$ cat config.mk
export PLATFORM = sky130hd
export DESIGN_NAME = itirs_cell
export DESIGN_NICKNAME = d
export VERILOG_FILES = /design/src/rtl/core/itirs_pkg.sv /design/src/rtl/core/itirs_cell.sv
export SDC_FILE = /design/constraint.sdc
export NUM_CORES = 1
export LEC_CHECK = 0
export BUFFER_PORTS_ARGS = -buffer_cell sky130_fd_sc_hd__buf_4
export CAP_MARGIN = 20
export CORE_AREA = 2 2 77 79
export DETAILED_ROUTE_END_ITERATION = 8
export DIE_AREA = 0 0 79 81
export GPL_TIMING_DRIVEN = 0
export HOLD_SLACK_MARGIN = 0.12
export PLACE_DENSITY = 0.85
export SLEW_MARGIN = 0
export SYNTH_ARGS = -nofsm -noshare
export SYNTH_HDL_FRONTEND = slang
export SYNTH_SLANG_ARGS = --single-unit
$ cat constraint.sdc
create_clock -name i_clk -period 5.85 [get_ports i_clk]
set_clock_uncertainty 0.1 [all_clocks]
set_input_delay 0.585 -clock i_clk [delete_from_list [all_inputs] [get_ports i_clk]]
set_output_delay 0.585 -clock i_clk [all_outputs]
set_load 0.01 [all_outputs]
$ cat src/rtl/core/itirs_pkg.sv
// ----------------------------------------------------------------------------
// itirs_pkg
// Shared types and constants of the indexed key table: opcodes, status
// codes, control state, cell control and result records.
// ----------------------------------------------------------------------------
package itirs_pkg;

    localparam int TABLE_DEPTH = 64;
    localparam int KEY_W       = 32;
    localparam int OP_W        = 2;
    localparam int IDX_W       = 7;
    localparam int CNT_W       = $clog2(TABLE_DEPTH + 2);
    localparam int AW          = $clog2(TABLE_DEPTH);
    localparam int CMP_W       = (IDX_W > CNT_W) ? IDX_W : CNT_W;

    localparam int IN_DATA_W   = ((IDX_W + KEY_W + 7) / 8) * 8;
    localparam int OUT_BITS    = 1 + CNT_W + 2 + CNT_W;
    localparam int OUT_DATA_W  = ((OUT_BITS + 7) / 8) * 8;

    // find priority tree
    localparam int GRP         = 8;
    localparam int GRP_W       = 3;
    localparam int NGRP        = (TABLE_DEPTH + GRP - 1) / GRP;
    localparam int NG_W        = (NGRP > 1) ? $clog2(NGRP) : 1;

    typedef enum logic [OP_W-1:0] {
        OP_INSERT = 2'd0,
        OP_REMOVE = 2'd1,
        OP_FIND   = 2'd2,
        OP_LOOKUP = 2'd3
    } t_op;

    typedef enum logic [1:0] {
        STS_OK    = 2'd0,
        STS_FULL  = 2'd1,
        STS_RANGE = 2'd2
    } t_status;

    typedef enum logic [1:0] {
        ST_IDLE,
        ST_FIND,
        ST_FWAIT,
        ST_LOOK
    } t_state;

    typedef struct packed {
        logic             ins;
        logic             rem;
        logic [CNT_W-1:0] idx;
    } t_cell_ctl;

    typedef struct packed {
        logic          vld;
        logic          found;
        logic [AW-1:0] pos;
    } t_prio_res;

    typedef struct packed {
        logic [CNT_W-1:0] count;
        t_status          status;
        logic [CNT_W-1:0] position;
        logic             found;
    } t_result;

endpackage

$ cat src/rtl/core/itirs_cell.sv
// ----------------------------------------------------------------------------
// itirs_cell
// One table slot: holds a key, takes its neighbor's key on a shift, loads
// the new key on insert and flags equality with the search key.
// ----------------------------------------------------------------------------
module itirs_cell
    import itirs_pkg::*;
(
    input  logic             i_clk,
    input  logic [AW-1:0]    i_pos,
    input  t_cell_ctl        i_ctl,
    input  logic [KEY_W-1:0] i_key,
    input  logic [KEY_W-1:0] i_prev,
    input  logic [KEY_W-1:0] i_next,
    input  logic [KEY_W-1:0] i_skey,
    output logic [KEY_W-1:0] o_key,
    output logic             o_eq
);

    logic [KEY_W-1:0] r_key;
    logic [KEY_W-1:0] n_key;
    logic [CNT_W-1:0] w_pos;

    assign w_pos = CNT_W'(i_pos);

    always_comb begin
        n_key = r_key;
        priority if (i_ctl.ins && (w_pos > i_ctl.idx)) begin
            n_key = i_prev;
        end else if (i_ctl.ins && (w_pos == i_ctl.idx)) begin
            n_key = i_key;
        end else if (i_ctl.rem && (w_pos >= i_ctl.idx)) begin
            n_key = i_next;
        end
    end

    always_ff @(posedge i_clk) begin
        r_key <= n_key;
    end

    assign o_key = r_key;
    assign o_eq  = (r_key == i_skey);

endmodule

==> results of run 1 <==
[layer usage]
layer | vias up | track usage | share of wire
met3 | 7 | 0.05000 | 0.064
met5 | - | 0 | 0
met4 | 0 | 0.06379 | 0.011
met2 | 88 | 0.3881 | 0.54
met1 | 963 | 0.2381 | 0.39
li1 | 1012 | - | -
[cells by family (layout without fill, tap and decap cells)]
kind of cell    after synthesis  after routing  synth area share
fa+ha+maj                     6              6           0.03161
mux                          64             64            0.3398
compound gates                7              7           0.01897
flops                        32             32            0.4046
buf+inv                      15            200           0.03793
xor+xnor                     32             32            0.1180
simple gates                 16             16           0.04900
[final cells by class]
| cell class | count | area (um2) |
|---|---|---|
| clock inverters | 3 | 37.54 |
| inverters | 8 | 30.03 |
| repair buffers | 177 | 1349 |
| fillers | 443 | 1752 |
| clock buffers | 5 | 68.82 |
| multi-input cells | 125 | 1324 |
| plain buffers | 7 | 60.06 |
| well taps | 75 | 93.84 |
| flip-flops and latches | 32 | 960.9 |
[cells in the final DEF (no fill, tap or decap)]
| cell | count |
|---|---|
| buf_2 | 3 |
| buf_6 | 4 |
| buf_4 | 176 |
| ha_1 | 6 |
| clkbuf_8 | 5 |
| bufinv_16 | 1 |
| buf_16 | 1 |
| a21oi_1 | 3 |
| mux2_4 | 23 |
| a31oi_1 | 1 |
| nand4_1 | 2 |
| inv_1 | 8 |
| nand3b_1 | 1 |
| o22a_1 | 1 |
| nor2_1 | 1 |
| mux2_1 | 1 |
| edfxtp_1 | 32 |
| o22ai_1 | 1 |
| clkinv_1 | 2 |
| nand4b_4 | 1 |
| xor2_1 | 32 |
| nand3_1 | 1 |
| nor4_1 | 8 |
| or3_1 | 1 |
| or2b_1 | 1 |
| o221ai_1 | 1 |
| mux2_2 | 40 |
[power groups by stage]
stage | Combinational (uW) | Clock [uW] | Sequential (uW)
4_1_cts | 227 | 207 | 300
6_report | 226 | 202 | 300
3_5_place_dp | 226 | 0 | 305
3_3_place_gp | 217 | 0 | 305
2_1_floorplan | 82.8 | 0 | 315
5_1_grt | 241 | 216 | 303
[final timing paths]
kind	to	slack [ps]	depth (start not counted)
setup / recovery	o_key[24]$_DFFE_PP_	3310	7
hold / removal	o_key[10]$_DFFE_PP_	500	2
[per-stage QoR]
stage	setup WS, ps	cells	utilization	total power (uW)
after detailed placement	2977	424	0.6726	531.0
after global placement	2765	423	0.6678	522.1
after global routing	3186	432	0.6914	759.7
after CTS	3278	432	0.6914	734.0
after floorplan	3239	172	-	398.1
final	3306	432	0.6914	727.3
==> metrics.yaml, run 1 <==
ant_nets: 0
critical_path_arrival_ps: 2470
tightest_slew_ps: 660.8
largest_register_ffs: 32
power.density_nw_per_um2: 185.4
finalHoldViolCount: 0
critPathSlowestCell: "buf_2"
cts_hold_buf: 0
routedWlPerCell_um: 16.20
coreArea_um2: 5675
path_cells: "buf_4, ha_1, a21oi_1, o22ai_1, o221ai_1, buf_2, mux2_2"
synthFlopType: "edfxtp_1"
status: "finished clean"
critical_path.max_stage_delay_ps: 420
postSynth.asyncResetShare: 0
cts_setup_buffers: 0
switching_share: 0.2408
nets: 506
postSynthCellCount: 172
timing.final.crit_share: 0.4348
first_pass_iters: 4
port_buffers: 176
antenna_found_initial: 0
synth-edff-count: 32
drt_iter0_markers: 76
drcViolationCount: 0
clk_pin_slew_worst_paths_ps: 70
overflow: 0
clock_path_buffers: 2
synth_top_area_frac: 0.4046
start_util: 0.4184
vias: 2070
cts_tree: "yes"
fp-row-count: 28
ys_seq_area_frac: 0.4046
numCtsBuffers: 5
grtUsageTotal: 0.2092
synth_seq_cells: 32
min_path_type: "in2reg"
syn-cell-area_um2: 2375
place_area_um2: 3817
yosysTopAreaCell: "edfxtp_1"
path_buf_inv: 2
clockPowerShare: 0.277
hold_start: "i_prev[10]"
peakVddDrop_uv: 106.6
die_x_um: 79
synth_area_leaders: "edfxtp_1, mux2_2, mux2_4"
power.internal_uw: 552.2
ys.warnings.count: 0
die_y_um: 81
antennaDiodeCount: 0
power.share.combinational: 0.310
grt_pass1_wl_um: 10030
dpl.hpwl_um: 5825
path_delay_family: "compound AO/OA/AOI/OAI gates"
critPathKind: "in2reg"
layout_min_cycle_time_ps: 2544
end_kind: "register"
yosysUniqueCellTypes: 22
ctsResizeCount: 0
synth_common_cells: "mux2_2, edfxtp_1, xor2_1"
whs_ps: 503.2
grt_max_degree: 22
numClockSinks: 32
synth_area_per_cell_um2: 13.81
fin_area_um2: 3924
setup_viol: 0
rsz0062_at_grt: "false"
start_kind: "input pin"
leakagePower_uw: 0.001893
cts-root-buf: "clkbuf_8"
worst_ep_required_time_ps: 5780
max_freq_mhz: 393.1
via_per_inst: 4.792
startpoint: "i_pos[4]"
ios: 177
power_frac_seq: 0.412
dieArea_um2: 6399
grt_pass1_vias: 2149
yosysMostFrequentCell: "mux2_2"
cap_violations: 0
syn-num-nets: 322
power.switching_uw: 175.1
htree_num_levels: 2
fin_setup_tns_ps: 0
path_max_fanout: 10
area_growth_pct: 65.23
place_congestion: 0.7488
maxSlewHeadroom: 0.5595
drive_gt1_frac: 0.7115
routed_wl_um: 6998
slew_violations: 0
Power figures use the tool's default switching activity.
==> run 2: changes to the inputs <==
--- a/config.mk
+++ b/config.mk
@@ -7,12 +7,12 @@
 export LEC_CHECK = 0
 export BUFFER_PORTS_ARGS = -buffer_cell sky130_fd_sc_hd__buf_4
 export CAP_MARGIN = 20
-export CORE_AREA = 2 2 77 79
+export CORE_AREA = 2 2 80 82
 export DETAILED_ROUTE_END_ITERATION = 8
-export DIE_AREA = 0 0 79 81
+export DIE_AREA = 0 0 82 84
 export GPL_TIMING_DRIVEN = 0
 export HOLD_SLACK_MARGIN = 0.12
-export PLACE_DENSITY = 0.85
+export PLACE_DENSITY = 0.79
 export SLEW_MARGIN = 0
 export SYNTH_ARGS = -nofsm -noshare
 export SYNTH_HDL_FRONTEND = slang
==> constraint.sdc (replaced) <==
create_clock -name i_clk -period 2.5 [get_ports i_clk]
set_clock_uncertainty 0.1 [all_clocks]
set_input_delay 0.25 -clock i_clk [delete_from_list [all_inputs] [get_ports i_clk]]
set_output_delay 0.25 -clock i_clk [all_outputs]
set_load 0.01 [all_outputs]
==> run 2 against run 1 <==
Net effect:
- sequential share of layout area up 0.33 points
- first-iteration DRC count down 29%
- sequential power up 140%
- worst setup slack worse by 3100 ps
- cell count unchanged
- largest cell class unchanged
- total power up 120%
- critical path depth unchanged
- utilization down 5.6 points
- cell area down 1.3%
==> metrics.yaml, run 2 (synthesized netlist as in run 1, its figures left out) <==
antenna_found_initial: 0
grt_pass1_wl_um: 10530
timing.final.crit_share: 0.9049
rsz0062_at_grt: "false"
via_per_inst: 4.778
min_path_type: "in2reg"
cap_violations: 0
ios: 177
final_cell_mix: "buf_4, mux2_2, xor2_1, edfxtp_1, mux2_4"
clk_pin_slew_worst_paths_ps: 60
whs_ps: 171.8
coreArea_um2: 6096
ctsResizeCount: 0
antennaDiodeCount: 0
start_util: 0.3896
maxSlewHeadroom: 0.4964
routed_wl_um: 7053
final_core_util: 0.6351
place_area_um2: 3794
slew_violations: 0
area_growth_pct: 63.01
setup_viol: 0
drt_iter0_markers: 54
routedWlPerCell_um: 16.33
grt_pass1_vias: 2176
end_kind: "register"
cts-root-buf: "clkbuf_8"
numCtsBuffers: 5
critical_path_arrival_ps: 2190
die_y_um: 84
start_kind: "input pin"
tightest_slew_ps: 755.4
cts_tree: "yes"
leakagePower_uw: 0.001867
grtUsageTotal: 0.2059
grt_max_degree: 33
clock_path_buffers: 2
dpl.hpwl_um: 5919
fin_area_um2: 3871
max_freq_mhz: 442.0
peakVddDrop_uv: 196.0
place_congestion: 0.7457
vias: 2064
layout_min_cycle_time_ps: 2262
numClockSinks: 32
cts_hold_buf: 0
ant_nets: 0
dp_cells: 425
die_x_um: 82
mostFrequentLayoutCell: "buf_4"
instances_no_fill: 432
whs_path_depth: 2
fp-row-count: 29
power.density_nw_per_um2: 408.7
port_buffers: 176
first_pass_iters: 4
status: "finished clean"
htree_num_levels: 2
worst_ep_required_time_ps: 2430
total_power_uw: 1582
drive_gt1_frac: 0.7155
nets: 505
cts_setup_buffers: 0
finalHoldViolCount: 0
critPathKind: "in2reg"
drcViolationCount: 0
overflow: 0
dieArea_um2: 6888
path_max_fanout: 10
largest_register_ffs: 32
[run 2: changes by cell type in the layout (fill, tap and decap cells not counted), sizes merged]
| cell | before | now |
|---|---|---|
| bufinv | 1 | 0 |
| clkinv | 2 | 1 |
| buf | 184 | 183 |
| clkbuf | 5 | 6 |
[run 2: critical path, stage by stage]
cell,delay (ps)
buf_4,110
ha_1,330
a21oi_1,140
o22ai_1,110
o221ai_1,430
buf_2,440
mux2_2,380
[run 2: where the power goes]
| part | total, uW | switching [uW] | leakage (uW) | internal (uW) |
|---|---|---|---|---|
| combinational | 513 | 182 | 0.00153 | 330 |
| sequential | 708 | 42.8 | 0.000296 | 666 |
| clock | 362 | 173 | 0.0000410 | 189 |
[run 2: worst paths after layout]
kind	startpoint	to
hold / removal	i_prev[30]	o_key[30]$_DFFE_PP_
setup / recovery	i_pos[4]	o_key[24]$_DFFE_PP_
[run 2: final cells by class]
type	count	area, um2
fillers	508	2225
multi-input cells	125	1325
repair buffers	176	1321
flip-flops and latches	32	960.9
well taps	77	96.34
clock buffers	6	72.57
plain buffers	7	60.06
inverters	8	30.03
clock inverters	1	5.005
[run 2: per-layer routing]
layer / global-route usage / vias up / routed length (um)
met5: 0 / - / 0
met4: 0.05909 / 0 / 82
met3: 0.05087 / 6 / 477
met2: 0.3769 / 93 / 3930
met1: 0.2289 / 960 / 2563
li1: - / 1005 / -
[run 2: per-stage QoR]
stage          TNS [ps]  worst slack [ps]
2_1_floorplan         0             224.2
3_3_place_gp      -9316            -289.4
3_5_place_dp     -654.7            -82.98
4_1_cts               0             211.9
5_1_grt               0             41.10
6_report              0             237.8
==> run 3: changes to the inputs <==
--- a/config.mk
+++ b/config.mk
@@ -8,6 +8,7 @@
 export BUFFER_PORTS_ARGS = -buffer_cell sky130_fd_sc_hd__buf_4
 export CAP_MARGIN = 20
 export CORE_AREA = 2 2 80 82
+export CTS_BUF_LIST = sky130_fd_sc_hd__clkbuf_16
 export DETAILED_ROUTE_END_ITERATION = 8
 export DIE_AREA = 0 0 82 84
 export GPL_TIMING_DRIVEN = 0
==> run 3 against run 2 <==
Net effect:
- sequential share of layout area is 0.36 points lower
- total power is 13% higher
- largest power group unchanged
- sequential power hardly changed
- wire length is 0.88% higher
- via count is 0.78% higher
- worst setup slack worse by 7.3 ps
- flip-flop and latch count stayed put
- cell count stayed put
- clock power is 54% higher
- critical path depth stayed put
- hold slack better by 4.6 ps
==> metrics.yaml, run 3 (synthesized netlist as in run 1, its figures left out) <==
instances_no_fill: 432
peakVddDrop_uv: 293.3
total_power_uw: 1781
die_x_um: 82
dieArea_um2: 6888
timing.final.crit_share: 0.9078
routed_wl_um: 7115
drcViolationCount: 0
start_util: 0.3896
min_path_type: "in2reg"
leakagePower_uw: 0.001897
drive_gt1_frac: 0.7155
place_congestion: 0.7457
path_cells: "buf_4, ha_1, a21oi_1, o22ai_1, o221ai_1, buf_2, mux2_2"
pre_cts_ws_ps: -82.98
final_cell_mix: "buf_4, mux2_2, xor2_1, edfxtp_1, mux2_4"
critical_path.max_stage_delay_ps: 440
rsz0062_at_grt: "false"
whs_ps: 176.4
path_max_fanout: 10
clock_path_buffers: 2
grtUsageTotal: 0.2087
die_y_um: 84
critical_path_arrival_ps: 2190
worst_ep_required_time_ps: 2420
critPathSlowestCell: "buf_2"
ios: 177
dp_cells: 425
coreArea_um2: 6096
slew_violations: 0
routedWlPerCell_um: 16.47
ctsResizeCount: 0
ant_nets: 0
maxSlewHeadroom: 0.5026
via_per_inst: 4.815
largest_register_ffs: 32
grt_pass1_wl_um: 10610
start_kind: "input pin"
area_growth_pct: 65.38
port_buffers: 176
max_freq_mhz: 440.6
power.density_nw_per_um2: 453.4
fp-row-count: 29
first_pass_iters: 4
startpoint: "i_pos[4]"
drt_iter0_markers: 57
tightest_slew_ps: 746.1
cts_tree: "yes"
htree_num_levels: 2
whs_path_depth: 2
final_core_util: 0.6443
antennaDiodeCount: 0
layout_min_cycle_time_ps: 2270
cts_hold_buf: 0
dpl.hpwl_um: 5919
grt_pass1_vias: 2178
status: "finished clean"
cap_violations: 0
numCtsBuffers: 5
end_kind: "register"
mostFrequentLayoutCell: "buf_4"
finalHoldViolCount: 0
cts-root-buf: "clkbuf_16"
cts_setup_buffers: 0
vias: 2080
crit_end: "o_key[24]$_DFFE_PP_"
setup_viol: 0
antenna_found_initial: 0
critPathKind: "in2reg"
overflow: 0
setup_ws_ps: 230.5
clk_pin_slew_worst_paths_ps: 50
nets: 505
grt_max_degree: 33
numClockSinks: 32
-- run 3: cell types whose count changed in the layout (fill, tap and decap cells not counted) --
cell	before	now
clkbuf_16	0	5
clkbuf_8	5	0
clkbuf_1	1	0
inv_1	8	9
-- run 3: how the worst min path moves through the flow --
stage	startpoint	to
3_3_place_gp	i_prev[23]	o_key[23]$_DFFE_PP_
5_1_grt	i_prev[25]	o_key[25]$_DFFE_PP_
6_report	i_prev[30]	o_key[30]$_DFFE_PP_
3_5_place_dp	i_prev[30]	o_key[30]$_DFFE_PP_
2_1_floorplan	i_prev[21]	o_key[21]$_DFFE_PP_
4_1_cts	i_prev[30]	o_key[30]$_DFFE_PP_
-- run 3: power by group --
part | internal [uW] | switching [uW] | total, uW | leakage, uW
sequential | 667 | 43.0 | 710 | 0.000296
clock | 357 | 202 | 559 | 0.0000709
combinational | 330 | 182 | 512 | 0.00153
-- run 3: cell type report --
| cell class | count | area, um2 |
|---|---|---|
| fill | 503 | 2168 |
| multi-input combinational | 125 | 1325 |
| timing repair buffer | 176 | 1321 |
| sequential | 32 | 960.9 |
| clock buffer | 5 | 125.1 |
| tap | 77 | 96.34 |
| buffer | 7 | 60.06 |
| inverter | 8 | 30.03 |
| clock inverter | 2 | 8.758 |
-- run 3: per-layer routing --
metal	vias up	global-route usage	routed length, um
li1	1005	-	-
met1	973	0.2308	2569
met2	96	0.3799	3959
met3	6	0.05411	504
met4	0	0.06364	81
met5	-	0	0
-- run 3: stage by stage --
stage                     instance area [um2]  setup TNS (ps)
after floorplan                          2375               0
after global placement                   3792           -9316
after detailed placement                 3794          -654.7
after CTS                                3928               0
after global routing                     3928               0
final                                    3928               0
-- run 3: worst max-delay path: cells and delay by family --
family | cells | cell delay [ps]
buffers and inverters | 2 | 550
adders and majority gates | 1 | 330
muxes | 1 | 380
AOI/OAI and AO/OA | 3 | 680
