[src/rtl/core/itirs_pkg.sv]
// ----------------------------------------------------------------------------
// itirs_pkg
// Shared types and constants of the indexed key table: opcodes, status
// codes, control state, cell control and result records.
// ----------------------------------------------------------------------------
package itirs_pkg;

    localparam int TABLE_DEPTH = 64;
    localparam int KEY_W       = 32;
    localparam int OP_W        = 2;
    localparam int IDX_W       = 7;
    localparam int CNT_W       = $clog2(TABLE_DEPTH + 2);
    localparam int AW          = $clog2(TABLE_DEPTH);
    localparam int CMP_W       = (IDX_W > CNT_W) ? IDX_W : CNT_W;

    localparam int IN_DATA_W   = ((IDX_W + KEY_W + 7) / 8) * 8;
    localparam int OUT_BITS    = 1 + CNT_W + 2 + CNT_W;
    localparam int OUT_DATA_W  = ((OUT_BITS + 7) / 8) * 8;

    // find priority tree
    localparam int GRP         = 8;
    localparam int GRP_W       = 3;
    localparam int NGRP        = (TABLE_DEPTH + GRP - 1) / GRP;
    localparam int NG_W        = (NGRP > 1) ? $clog2(NGRP) : 1;

    typedef enum logic [OP_W-1:0] {
        OP_INSERT = 2'd0,
        OP_REMOVE = 2'd1,
        OP_FIND   = 2'd2,
        OP_LOOKUP = 2'd3
    } t_op;

    typedef enum logic [1:0] {
        STS_OK    = 2'd0,
        STS_FULL  = 2'd1,
        STS_RANGE = 2'd2
    } t_status;

    typedef enum logic [1:0] {
        ST_IDLE,
        ST_FIND,
        ST_FWAIT,
        ST_LOOK
    } t_state;

    typedef struct packed {
        logic             ins;
        logic             rem;
        logic [CNT_W-1:0] idx;
    } t_cell_ctl;

    typedef struct packed {
        logic          vld;
        logic          found;
        logic [AW-1:0] pos;
    } t_prio_res;

    typedef struct packed {
        logic [CNT_W-1:0] count;
        t_status          status;
        logic [CNT_W-1:0] position;
        logic             found;
    } t_result;

endpackage

[src/rtl/core/itirs_prio.sv]
// ----------------------------------------------------------------------------
// itirs_prio
// Registered first-match search over the cell hit flags: capture, per-group
// encode of eight flags, then pick the lowest group with a hit.
// ----------------------------------------------------------------------------
module itirs_prio
    import itirs_pkg::*;
(
    input  logic                   i_clk,
    input  logic                   i_rst_n,
    input  logic                   i_vld,
    input  logic [TABLE_DEPTH-1:0] i_vec,
    output t_prio_res              o_res
);

    logic                    r_v0;
    logic                    r_v1;
    logic                    r_v2;
    logic [NGRP*GRP-1:0]     r_vec;
    logic [NGRP-1:0]         r_gany;
    logic [GRP_W-1:0]        r_gidx [NGRP];
    logic                    r_found;
    logic [AW-1:0]           r_pos;

    logic [NGRP-1:0]         n_gany;
    logic [GRP_W-1:0]        n_gidx [NGRP];
    logic                    n_found;
    logic [AW-1:0]           n_pos;

    always_comb begin
        for (int g = 0; g < NGRP; g++) begin
            n_gany[g] = 1'b0;
            n_gidx[g] = '0;
            for (int b = GRP - 1; b >= 0; b--) begin
                if (r_vec[g*GRP+b]) begin
                    n_gany[g] = 1'b1;
                    n_gidx[g] = GRP_W'(b);
                end
            end
        end
    end

    always_comb begin
        n_found = 1'b0;
        n_pos   = '0;
        for (int g = NGRP - 1; g >= 0; g--) begin
            if (r_gany[g]) begin
                n_found = 1'b1;
                n_pos   = AW'({NG_W'(g), r_gidx[g]});
            end
        end
    end

    always_ff @(posedge i_clk) begin
        if (!i_rst_n) begin
            r_v0 <= 1'b0;
            r_v1 <= 1'b0;
            r_v2 <= 1'b0;
        end else begin
            r_v0 <= i_vld;
            r_v1 <= r_v0;
            r_v2 <= r_v1;
        end
    end

    always_ff @(posedge i_clk) begin
        r_vec   <= (NGRP*GRP)'(i_vec);
        r_gany  <= n_gany;
        r_gidx  <= n_gidx;
        r_found <= n_found;
        r_pos   <= n_pos;
    end

    assign o_res.vld   = r_v2;
    assign o_res.found = r_found;
    assign o_res.pos   = r_pos;

endmodule

[config.mk]
export PLATFORM = sky130hd
export DESIGN_NAME = itirs_prio
export DESIGN_NICKNAME = d
export VERILOG_FILES = /design/src/rtl/core/itirs_pkg.sv /design/src/rtl/core/itirs_prio.sv
export SDC_FILE = /design/constraint.sdc
export NUM_CORES = 1
export LEC_CHECK = 0
export BUFFER_PORTS_ARGS = -buffer_cell sky130_fd_sc_hd__buf_2
export CORE_MARGIN = 5
export CORE_UTILIZATION = 51
export CTS_CLUSTER_SIZE = 14
export DETAILED_ROUTE_END_ITERATION = 8
export GPL_TIMING_DRIVEN = 0
export PLACE_DENSITY = 0.88
export SLEW_MARGIN = 0
export SYNTH_ARGS = -nofsm -noshare
export SYNTH_HDL_FRONTEND = slang
export SYNTH_SLANG_ARGS = --single-unit
export TNS_END_PERCENT = 10
[constraint.sdc]
create_clock -name i_clk -period 1.04 [get_ports i_clk]
set_input_delay 0.052 -clock i_clk [delete_from_list [all_inputs] [get_ports i_clk]]
set_output_delay 0.052 -clock i_clk [all_outputs]
set_load 0.005 [all_outputs]
==> impl_metrics.env, run 1 <==
export IMPL_run_status="finished with violations"
export IMPL_violations="negative setup slack"
export IMPL_n_fill_cell=350
export IMPL_max_clock_path_buffers=2
export IMPL_grt_use_met1_pct=18.5
export IMPL_grt_pass1_vias=2498
export IMPL_clock_sinks=106
export IMPL_ys_warnings_count=0
export IMPL_cp_required_ps=1320
export IMPL_synth_common_cells="106 x dfxtp_1, 27 x a21oi_1, 24 x nor3_1, 21 x inv_1, 21 x nand2_1"
export IMPL_post_drt_wl_per_cell_um=13.1
export IMPL_antenna_found_initial=2
export IMPL_io_pins=75
export IMPL_dp_hpwl_um=3760
export IMPL_timing_slew_headroom_pct=73.7
export IMPL_power_leakage_uw=0.00194
export IMPL_cp_max_fo=8
export IMPL_rrSetupSlack_ps=-6
export IMPL_grt_overflow=0
export IMPL_syn_area_per_cell_um2=10.7
export IMPL_drc=0
export IMPL_final_setup_worst_slack_ps=-5.72
export IMPL_r2r_cells=4
export IMPL_rsz0062_at_grt="true"
export IMPL_io_buffers=74
export IMPL_via_per_inst=4.75
export IMPL_detail_route_antenna_nets=0
export IMPL_tightest_slew_ps=391
export IMPL_yosys_area_top_type="dfxtp_1"
export IMPL_initial_utilization_pct=52.1
export IMPL_syn_area_um2=3050
export IMPL_root_buffer="clkbuf_8"
export IMPL_clk_latency_ps=360
export IMPL_synth_cell_type_count=22
export IMPL_crit_type="reg2reg"
export IMPL_tritoncts="yes"
export IMPL_drt_iter0_drc=96
export IMPL_cts_max_level=3
export IMPL_reg2reg_from="r_gany[2]$_SDFF_PP1_"
export IMPL_hold_worst_slack_ps=323
export IMPL_placementRows=28
export IMPL_routabilityCongestion=0.715
export IMPL_maxSlewViolCount=0
export IMPL_synth_edff_count=0
export IMPL_min_delay_start="i_vec[37]"
export IMPL_setup_violations=2
export IMPL_ys_top_cells_by_area="dfxtp_1 70%, a21oi_1 4.4%, nor3_1 3.9%"
export IMPL_post_route_cells_drive_above_1_share_pct=24.9
export IMPL_synth_cells=284
export IMPL_fin_crit_sh_pct=101
export IMPL_worstPathArrival_ps=1330
export IMPL_grt_pass1_wl_um=10800
export IMPL_slowest_delay_ps=310
export IMPL_ir_drop_uv=1200
export IMPL_firstDrtPassIters=4
export IMPL_min_to="r_vec[37]$_DFF_P_"
export IMPL_synth_seq_cells=106
export IMPL_crit_chain="buf_2 -> nor2_4 -> nand3_1 -> a31oi_1"
export IMPL_syn_num_nets=351
export IMPL_ys_seq_area_share_pct=69.7
export IMPL_hold_path_class="in2reg"
export IMPL_path_clk_slew_ps=100
export IMPL_worstHoldPathCells=2
export IMPL_p_per_area_nw_per_um2=1690
export IMPL_multi_input_area_um2=858
export IMPL_hold_viol_final=0
export IMPL_fp_dieH_um=87.3
export IMPL_dieWidth_um=87.3
export IMPL_async_reset_ff_share_pct=0
export IMPL_area_delta_synth_final_pct=46.8
export IMPL_die_area_um2=7620
export IMPL_worst_setup_path_end_kind="register"
export IMPL_dp_cells=433
export IMPL_critPathLaunchType="register"
export IMPL_final_core_util_pct=76.4
export IMPL_nets=503
export IMPL_synth_most_common_cell="dfxtp_1"
export IMPL_cts_buffers=9
export IMPL_vias=2458
export IMPL_grt_max_degree=19
export IMPL_drv_cap=0
export IMPL_r2r_end="r_pos[0]$_DFF_P_"
export IMPL_skew_ps=13.5
export IMPL_max_clock_freq_ghz=0.956
export IMPL_grtUsageMet3_pct=5.20
export IMPL_regArea_um2=2130
export IMPL_final_cell_count_no_fill=518
export IMPL_core_um2=5850
export IMPL_min_period_ps=1050
export IMPL_grt_busiest_layer="met2"
export IMPL_synth_flop_cell="dfxtp_1"
export IMPL_use_met2_pct=35.3
export IMPL_cp_slowest_cell="dfxtp_1"
export IMPL_grt_total_usage_pct=19.0
export IMPL_post_synth_top_area_fraction_pct=69.7
export IMPL_wirelength_um=6780
[how the worst max path moves through the flow]
stage / startpoint / to / slack (ps)
6_report: r_gany[2]$_SDFF_PP1_ / r_pos[0]$_DFF_P_ / -6
5_1_grt: r_gany[0]$_SDFF_PP1_ / r_pos[0]$_DFF_P_ / -80
4_1_cts: r_gany[4]$_SDFF_PP1_ / r_pos[2]$_DFF_P_ / -20
3_5_place_dp: r_gany[4]$_SDFF_PP1_ / r_found$_SDFF_PP1_ / -100
3_3_place_gp: r_gany[4]$_SDFF_PP1_ / r_found$_SDFF_PP1_ / -40
2_1_floorplan: r_gany[4]$_SDFF_PP1_ / r_found$_SDFF_PP1_ / 110
[power breakdown]
part | switching [uW] | total, uW | internal (uW)
Clock | 1330 | 2700 | 1380
Sequential | 120 | 4370 | 4250
Combinational | 156 | 495 | 339
[metrics by stage]
| step | worst slack (ps) | total power [uW] | area (um2) | setup TNS, ps |
|---|---|---|---|---|
| global placement | -44.7 | 4710 | 3510 | -71.3 |
| finish | -5.72 | 7570 | 4470 | -9.90 |
| detailed placement | -97.1 | 4740 | 3510 | -240 |
| floorplan | 111 | 4570 | 3050 | 0 |
| global route | -82.4 | 7850 | 4470 | -496 |
| CTS | -23.6 | 7580 | 4410 | -59.6 |
[worst max-delay path, delay by kind of cell (launching register included)]
kind	cells	cell delay [ps]
AO/OA/AOI/OAI	1	200
buffers and inverters	1	160
flip-flops	1	310
AND/OR/NAND/NOR	2	310
[layer usage]
layer	up-vias	routed length [um]
li1	1269	-
met1	1115	2460
met2	59	3810
met3	15	297
met4	0	208
met5	-	0
[state kept, by name, indices dropped and copies added, names as in the netlist]
name and flops:
r_gany 8, r_v0 1, r_found 1, r_gidx 24
r_vec 64, r_v1 1, r_v2 1, r_pos 6
[area by class of cell]
type	instances	share of cell area [%]
Antenna cell	2	0.112
Buffer	6	1.04
Clock buffer	9	2.77
Clock inverter	7	2.24
Inverter	21	1.76
Multi-Input combinational cell	151	19.2
Sequential cell	106	47.6
Tap cell	75	2.10
Timing Repair Buffer	141	23.2
[layout by cell type, fill, tap and decap left out, types with 11 or more instances in the layout]
| master | n |
|---|---|
| buf_2 | 75 |
| a21oi_1 | 25 |
| dfxtp_1 | 103 |
| dlygate4sd3_1 | 66 |
| nor4_1 | 12 |
| nor3_1 | 24 |
| nor2_1 | 12 |
| inv_1 | 21 |
| nor2b_1 | 11 |
| nand2_1 | 21 |
[kinds of logic (layout without fill, tap and decap cells)]
group | Yosys count | after routing | share of synthesized area (%)
AO/OA/AOI/OAI | 47 | 47 | 8.92
buffers and inverters | 27 | 184 | 3.90
flip-flops | 106 | 106 | 69.7
other | 0 | 2 | 0
AND/OR/NAND/NOR | 104 | 104 | 17.5
[repair_timing]
| action | 4_1_cts | 5_1_grt |
|---|---|---|
| hold buffers | 66 | 0 |
| endpoints found under the hold margin | 67 | 0 |
| setup buffers | 0 | 1 |
| resized for setup | 5 | 13 |
| endpoints found under the setup margin | 6 | 15 |
| pin swaps | 0 | 3 |
Note: power is estimated with default switching activity, not from simulation.
==> inputs of run 2 (changes only) <==
--- a/config.mk
+++ b/config.mk
@@ -11,6 +11,7 @@
 export CTS_CLUSTER_SIZE = 14
 export DETAILED_ROUTE_END_ITERATION = 8
 export GPL_TIMING_DRIVEN = 0
+export MAX_ROUTING_LAYER = met4
 export PLACE_DENSITY = 0.88
 export SLEW_MARGIN = 0
 export SYNTH_ARGS = -nofsm -noshare
==> run 2 against run 1 <==
The flow still finishes with violations (negative setup slack). Design area unchanged. Combinational power about the same. Global-route usage rose by 0.53 points. Clock skew about the same. Flip-flop and latch count did not move. Cell count unchanged. Die area is the same. Sequential share of layout area stayed put. Routed wire length increased by 0.35%. Register-to-register slack about the same. Clock power is essentially flat. Critical path type unchanged. Largest power group unchanged.
==> impl_metrics.env, run 2 (synthesis gave the netlist of run 1 again) <==
export IMPL_via_per_inst=4.79
export IMPL_power_leakage_uw=0.00194
export IMPL_wirelength_um=6800
export IMPL_worstPathArrival_ps=1330
export IMPL_io_buffers=74
export IMPL_tritoncts="yes"
export IMPL_top_register="r_vec"
export IMPL_max_clock_path_buffers=2
export IMPL_grt_pass1_wl_um=10800
export IMPL_hold_worst_slack_ps=321
export IMPL_hold_path_class="in2reg"
export IMPL_final_setup_worst_slack_ps=-6.11
export IMPL_hold_viol_final=0
export IMPL_fin_crit_sh_pct=101
export IMPL_grt_overflow=0
export IMPL_routabilityCongestion=0.723
export IMPL_crit_family="simple AND/OR/NAND/NOR gates"
export IMPL_skew_ps=13.1
export IMPL_path_clk_slew_ps=100
export IMPL_rsz0062_at_grt="true"
export IMPL_largest_reg_flops=64
export IMPL_grt_pass1_vias=2498
export IMPL_run_status="finished with violations"
export IMPL_drv_cap=0
export IMPL_p_per_area_nw_per_um2=1690
export IMPL_min_period_ps=1050
export IMPL_core_um2=5850
export IMPL_cts_max_level=3
export IMPL_root_buffer="clkbuf_8"
export IMPL_final_cell_count_no_fill=518
export IMPL_worst_path_buf_inv=1
export IMPL_post_route_cells_drive_above_1_share_pct=24.9
export IMPL_grt_max_degree=19
export IMPL_initial_utilization_pct=52.1
export IMPL_nets=503
export IMPL_slowest_delay_ps=300
export IMPL_drt_iter0_drc=90
export IMPL_place_area_um2=3510
export IMPL_ir_drop_uv=1200
export IMPL_layout_common_cells="103 x dfxtp_1, 75 x buf_2, 66 x dlygate4sd3_1"
export IMPL_drc=0
export IMPL_cp_max_fo=8
export IMPL_area_delta_synth_final_pct=46.8
export IMPL_setup_violations=2
export IMPL_maxSlewViolCount=0
export IMPL_tightest_slew_ps=372
export IMPL_violations="negative setup slack"
export IMPL_crit_chain="buf_2 -> nor2_4 -> nand3_1 -> a31oi_1"
export IMPL_critPathLaunchType="register"
export IMPL_worst_setup_path_end_kind="register"
export IMPL_fp_dieH_um=87.3
export IMPL_clock_sinks=106
export IMPL_post_drt_wl_per_cell_um=13.1
export IMPL_io_pins=75
export IMPL_dp_hpwl_um=3760
export IMPL_design_area_um2=4470
export IMPL_crit_type="reg2reg"
export IMPL_cp_slowest_cell="dfxtp_1"
export IMPL_grt_total_usage_pct=19.5
export IMPL_reg_top3="r_vec x64, r_gidx x24, r_gany x8"
export IMPL_reg2reg_from="r_gany[2]$_SDFF_PP1_"
export IMPL_timing_slew_headroom_pct=75.0
export IMPL_die_area_um2=7620
export IMPL_cp_startpoint="r_gany[2]$_SDFF_PP1_"
export IMPL_placementRows=28
export IMPL_fin_tns_setup_ps=-9.30
export IMPL_vias=2479
export IMPL_final_common_cell="dfxtp_1"
export IMPL_cts_buffers=9
export IMPL_firstDrtPassIters=4
export IMPL_clk_latency_ps=360
export IMPL_dieWidth_um=87.3
export IMPL_min_delay_start="i_vec[37]"
export IMPL_dp_cells=433
export IMPL_cp_required_ps=1320
export IMPL_max_clock_freq_ghz=0.956
export IMPL_antenna_found_initial=2
export IMPL_detail_route_antenna_nets=0
[run 2: cell counts in the layout (fill, tap and decap cells not counted)]
No cell type changed its count.
[run 2: worst register-to-register path, stage by stage, from the launching register on]
cell and delay [ps]:
dfxtp_1 300, buf_2 160, nor2_4 190, nand3_1 120, a31oi_1 190
[run 2: area by class of cell]
cell class	count	area, um2
clock inverter	7	100
clock buffer	9	124
timing repair buffer	141	1040
multi-input combinational	151	858
tap	75	93.8
buffer	6	46.3
fill	350	1380
inverter	21	78.8
antenna	2	5.00
sequential	106	2130
[run 2: what timing repair did]
action,in CTS,in global routing
endpoints found under the setup margin,6,15
cloned,0,0
pin swaps,0,3
gates resized for setup,5,13
buffers inserted,0,1
hold endpoints to repair,67,0
hold buffers,66,0
[run 2: power by group]
part	leakage (uW)	switching (uW)	internal, uW
registers	0.000884	121	4250
clock network	0.000114	1330	1380
logic	0.000941	156	339
[run 2: stage by stage]
stage	setup slack [ps]	utilization, %	total power (uW)
after floorplan	111	-	4570
after global placement	-44.7	60.0	4710
after detailed placement	-97.1	60.0	4740
after CTS	-23.6	75.4	7580
after global routing	-82.4	76.4	7840
final	-6.11	76.4	7570
[run 2: metal layers]
| layer | up-vias | GRT usage [%] | wire length [um] |
|---|---|---|---|
| li1 | 1273 | - | - |
| met1 | 1134 | 18.7 | 2500 |
| met2 | 56 | 35.3 | 3830 |
| met3 | 16 | 4.92 | 293 |
| met4 | 0 | 10.7 | 177 |
| met5 | - | - | 0 |
[run 2: final timing paths]
path / cells past startpoint / slack [ps] / end
max reg2reg: 4 / -6 / r_pos[0]$_DFF_P_
min: 2 / 320 / r_vec[37]$_DFF_P_
min reg2reg: 1 / 450 / r_v1$_SDFF_PN0_
max: 4 / -6 / r_pos[0]$_DFF_P_
==> inputs of run 3 (changes only) <==
--- a/config.mk
+++ b/config.mk
@@ -7,12 +7,13 @@
 export LEC_CHECK = 0
 export BUFFER_PORTS_ARGS = -buffer_cell sky130_fd_sc_hd__buf_2
 export CORE_MARGIN = 5
-export CORE_UTILIZATION = 51
+export CORE_UTILIZATION = 54
+export CTS_BUF_LIST = sky130_fd_sc_hd__clkbuf_8
 export CTS_CLUSTER_SIZE = 14
 export DETAILED_ROUTE_END_ITERATION = 8
 export GPL_TIMING_DRIVEN = 0
 export MAX_ROUTING_LAYER = met4
-export PLACE_DENSITY = 0.88
+export PLACE_DENSITY = 0.92
 export SLEW_MARGIN = 0
 export SYNTH_ARGS = -nofsm -noshare
 export SYNTH_HDL_FRONTEND = slang
==> run 3 against run 2 <==
The flow still finishes with violations (negative setup slack). Cell count down 1.2%. Setup slack got worse by 27 ps. Via count increased by 0.32%. Largest cell class unchanged.
==> impl_metrics.env, run 3 (synthesis gave the netlist of run 1 again) <==
export IMPL_tightest_slew_ps=448
export IMPL_crit_type="reg2reg"
export IMPL_firstDrtPassIters=4
export IMPL_cp_required_ps=1270
export IMPL_hold_path_class="in2reg"
export IMPL_antenna_found_initial=0
export IMPL_nets=502
export IMPL_die_area_um2=7240
export IMPL_n_fill_cell=297
export IMPL_grt_pass1_vias=2556
export IMPL_worst_setup_path_end_kind="register"
export IMPL_grt_overflow=0
export IMPL_rsz0062_at_grt="true"
export IMPL_tritoncts="yes"
export IMPL_final_setup_worst_slack_ps=-32.6
export IMPL_hold_worst_slack_ps=319
export IMPL_placementRows=27
export IMPL_max_clock_freq_ghz=0.932
export IMPL_final_core_util_pct=80.2
export IMPL_power_leakage_uw=0.00191
export IMPL_grt_max_degree=19
export IMPL_cts_max_level=3
export IMPL_io_buffers=74
export IMPL_power_uw=7340
export IMPL_fp_dieH_um=85.1
export IMPL_hold_viol_final=0
export IMPL_layout_common_cells="103 x dfxtp_1, 74 x buf_2, 66 x dlygate4sd3_1"
export IMPL_drt_iter0_drc=80
export IMPL_cp_max_fo=9
export IMPL_min_period_ps=1070
export IMPL_detail_route_antenna_nets=0
export IMPL_drv_cap=0
export IMPL_area_delta_synth_final_pct=45.1
export IMPL_clock_sinks=106
export IMPL_wirelength_um=6800
export IMPL_fin_crit_sh_pct=103
export IMPL_critPathLaunchType="register"
export IMPL_initial_utilization_pct=55.3
export IMPL_via_per_inst=4.86
export IMPL_vias=2487
export IMPL_core_um2=5510
export IMPL_run_status="finished with violations"
export IMPL_grt_total_usage_pct=19.8
export IMPL_root_buffer="clkbuf_8"
export IMPL_clk_latency_ps=350
export IMPL_top_register="r_vec"
export IMPL_post_drt_wl_per_cell_um=13.3
export IMPL_violations="negative setup slack"
export IMPL_dieWidth_um=85.1
export IMPL_place_area_um2=3510
export IMPL_skew_ps=10.6
export IMPL_final_common_cell="dfxtp_1"
export IMPL_diodes=0
export IMPL_grt_pass1_wl_um=10900
export IMPL_timing_slew_headroom_pct=69.9
export IMPL_cts_buffers=9
export IMPL_routabilityCongestion=0.756
export IMPL_post_route_cells_drive_above_1_share_pct=24.3
export IMPL_largest_reg_flops=64
export IMPL_ir_drop_uv=1390
export IMPL_drc=0
export IMPL_p_per_area_nw_per_um2=1660
export IMPL_dp_hpwl_um=3860
export IMPL_maxSlewViolCount=0
export IMPL_max_clock_path_buffers=2
export IMPL_worstPathArrival_ps=1300
export IMPL_design_area_um2=4420
export IMPL_path_clk_slew_ps=100
export IMPL_setup_violations=1
export IMPL_reg_top3="r_vec x64, r_gidx x24, r_gany x8"
export IMPL_io_pins=75
export IMPL_postCtsSetupRepairBufs=0
## run 3: path summary, 6_finish.rpt
| check | start | slack, ps | cells after the start | endpoint |
|---|---|---|---|---|
| min | i_vec[31] | 320 | 2 | r_vec[31]$_DFF_P_ |
| max reg2reg | r_gany[4]$_SDFF_PP1_ | -30 | 5 | r_pos[1]$_DFF_P_ |
| min reg2reg | r_vec[8]$_DFF_P_ | 440 | 1 | r_gidx[18]$_SDFF_PP0_ |
| max | r_gany[4]$_SDFF_PP1_ | -30 | 5 | r_pos[1]$_DFF_P_ |
## run 3: critical path, cell delays in order (launching register included)
cell      delay (ps)
dfxtp_1          310
clkbuf_4         180
nor2_4           130
o211ai_1         120
nand3_1          130
a31oi_1           90
## run 3: repair_timing
action                                  4_1_cts  5_1_grt
pin swaps                                     0        2
gates resized for setup                       2       12
endpoints found under the setup margin        5       12
hold buffers                                 66        0
cloned                                        0        0
hold endpoints to repair                     67        0
## run 3: cell type report
type / count / area (um2) / share of cell area [%]
Buffer: 6 / 42.5 / 0.963
Sequential cell: 106 / 2130 / 48.1
Multi-Input combinational cell: 151 / 850 / 19.2
Clock buffer: 9 / 124 / 2.80
Tap cell: 72 / 90.1 / 2.04
Clock inverter: 7 / 76.3 / 1.73
Timing Repair Buffer: 140 / 1030 / 23.3
Inverter: 21 / 78.8 / 1.78
## run 3: through the flow
step | cells | TNS [ps] | setup slack, ps
2_1_floorplan | 284 | 0 | 111
3_3_place_gp | 430 | -20.5 | -20.5
5_1_grt | 512 | -280 | -75.8
3_5_place_dp | 430 | -58.0 | -25.5
6_report | 512 | -32.6 | -32.6
4_1_cts | 512 | -17.2 | -12.0
## run 3: where the power goes
group / internal [uW] / switching [uW] / total [uW]
clock network: 1130 / 1340 / 2460
registers: 4250 / 125 / 4380
logic: 338 / 156 / 494
total: 5720 / 1620 / 7340
## run 3: metal layers
layer,up-vias,global-route usage [%],share of wire [%]
li1,1259,-,-
met4,0,8.63,3.0
met3,21,5.83,4.6
met1,1133,18.6,36
met5,-,-,0
met2,74,36.9,56
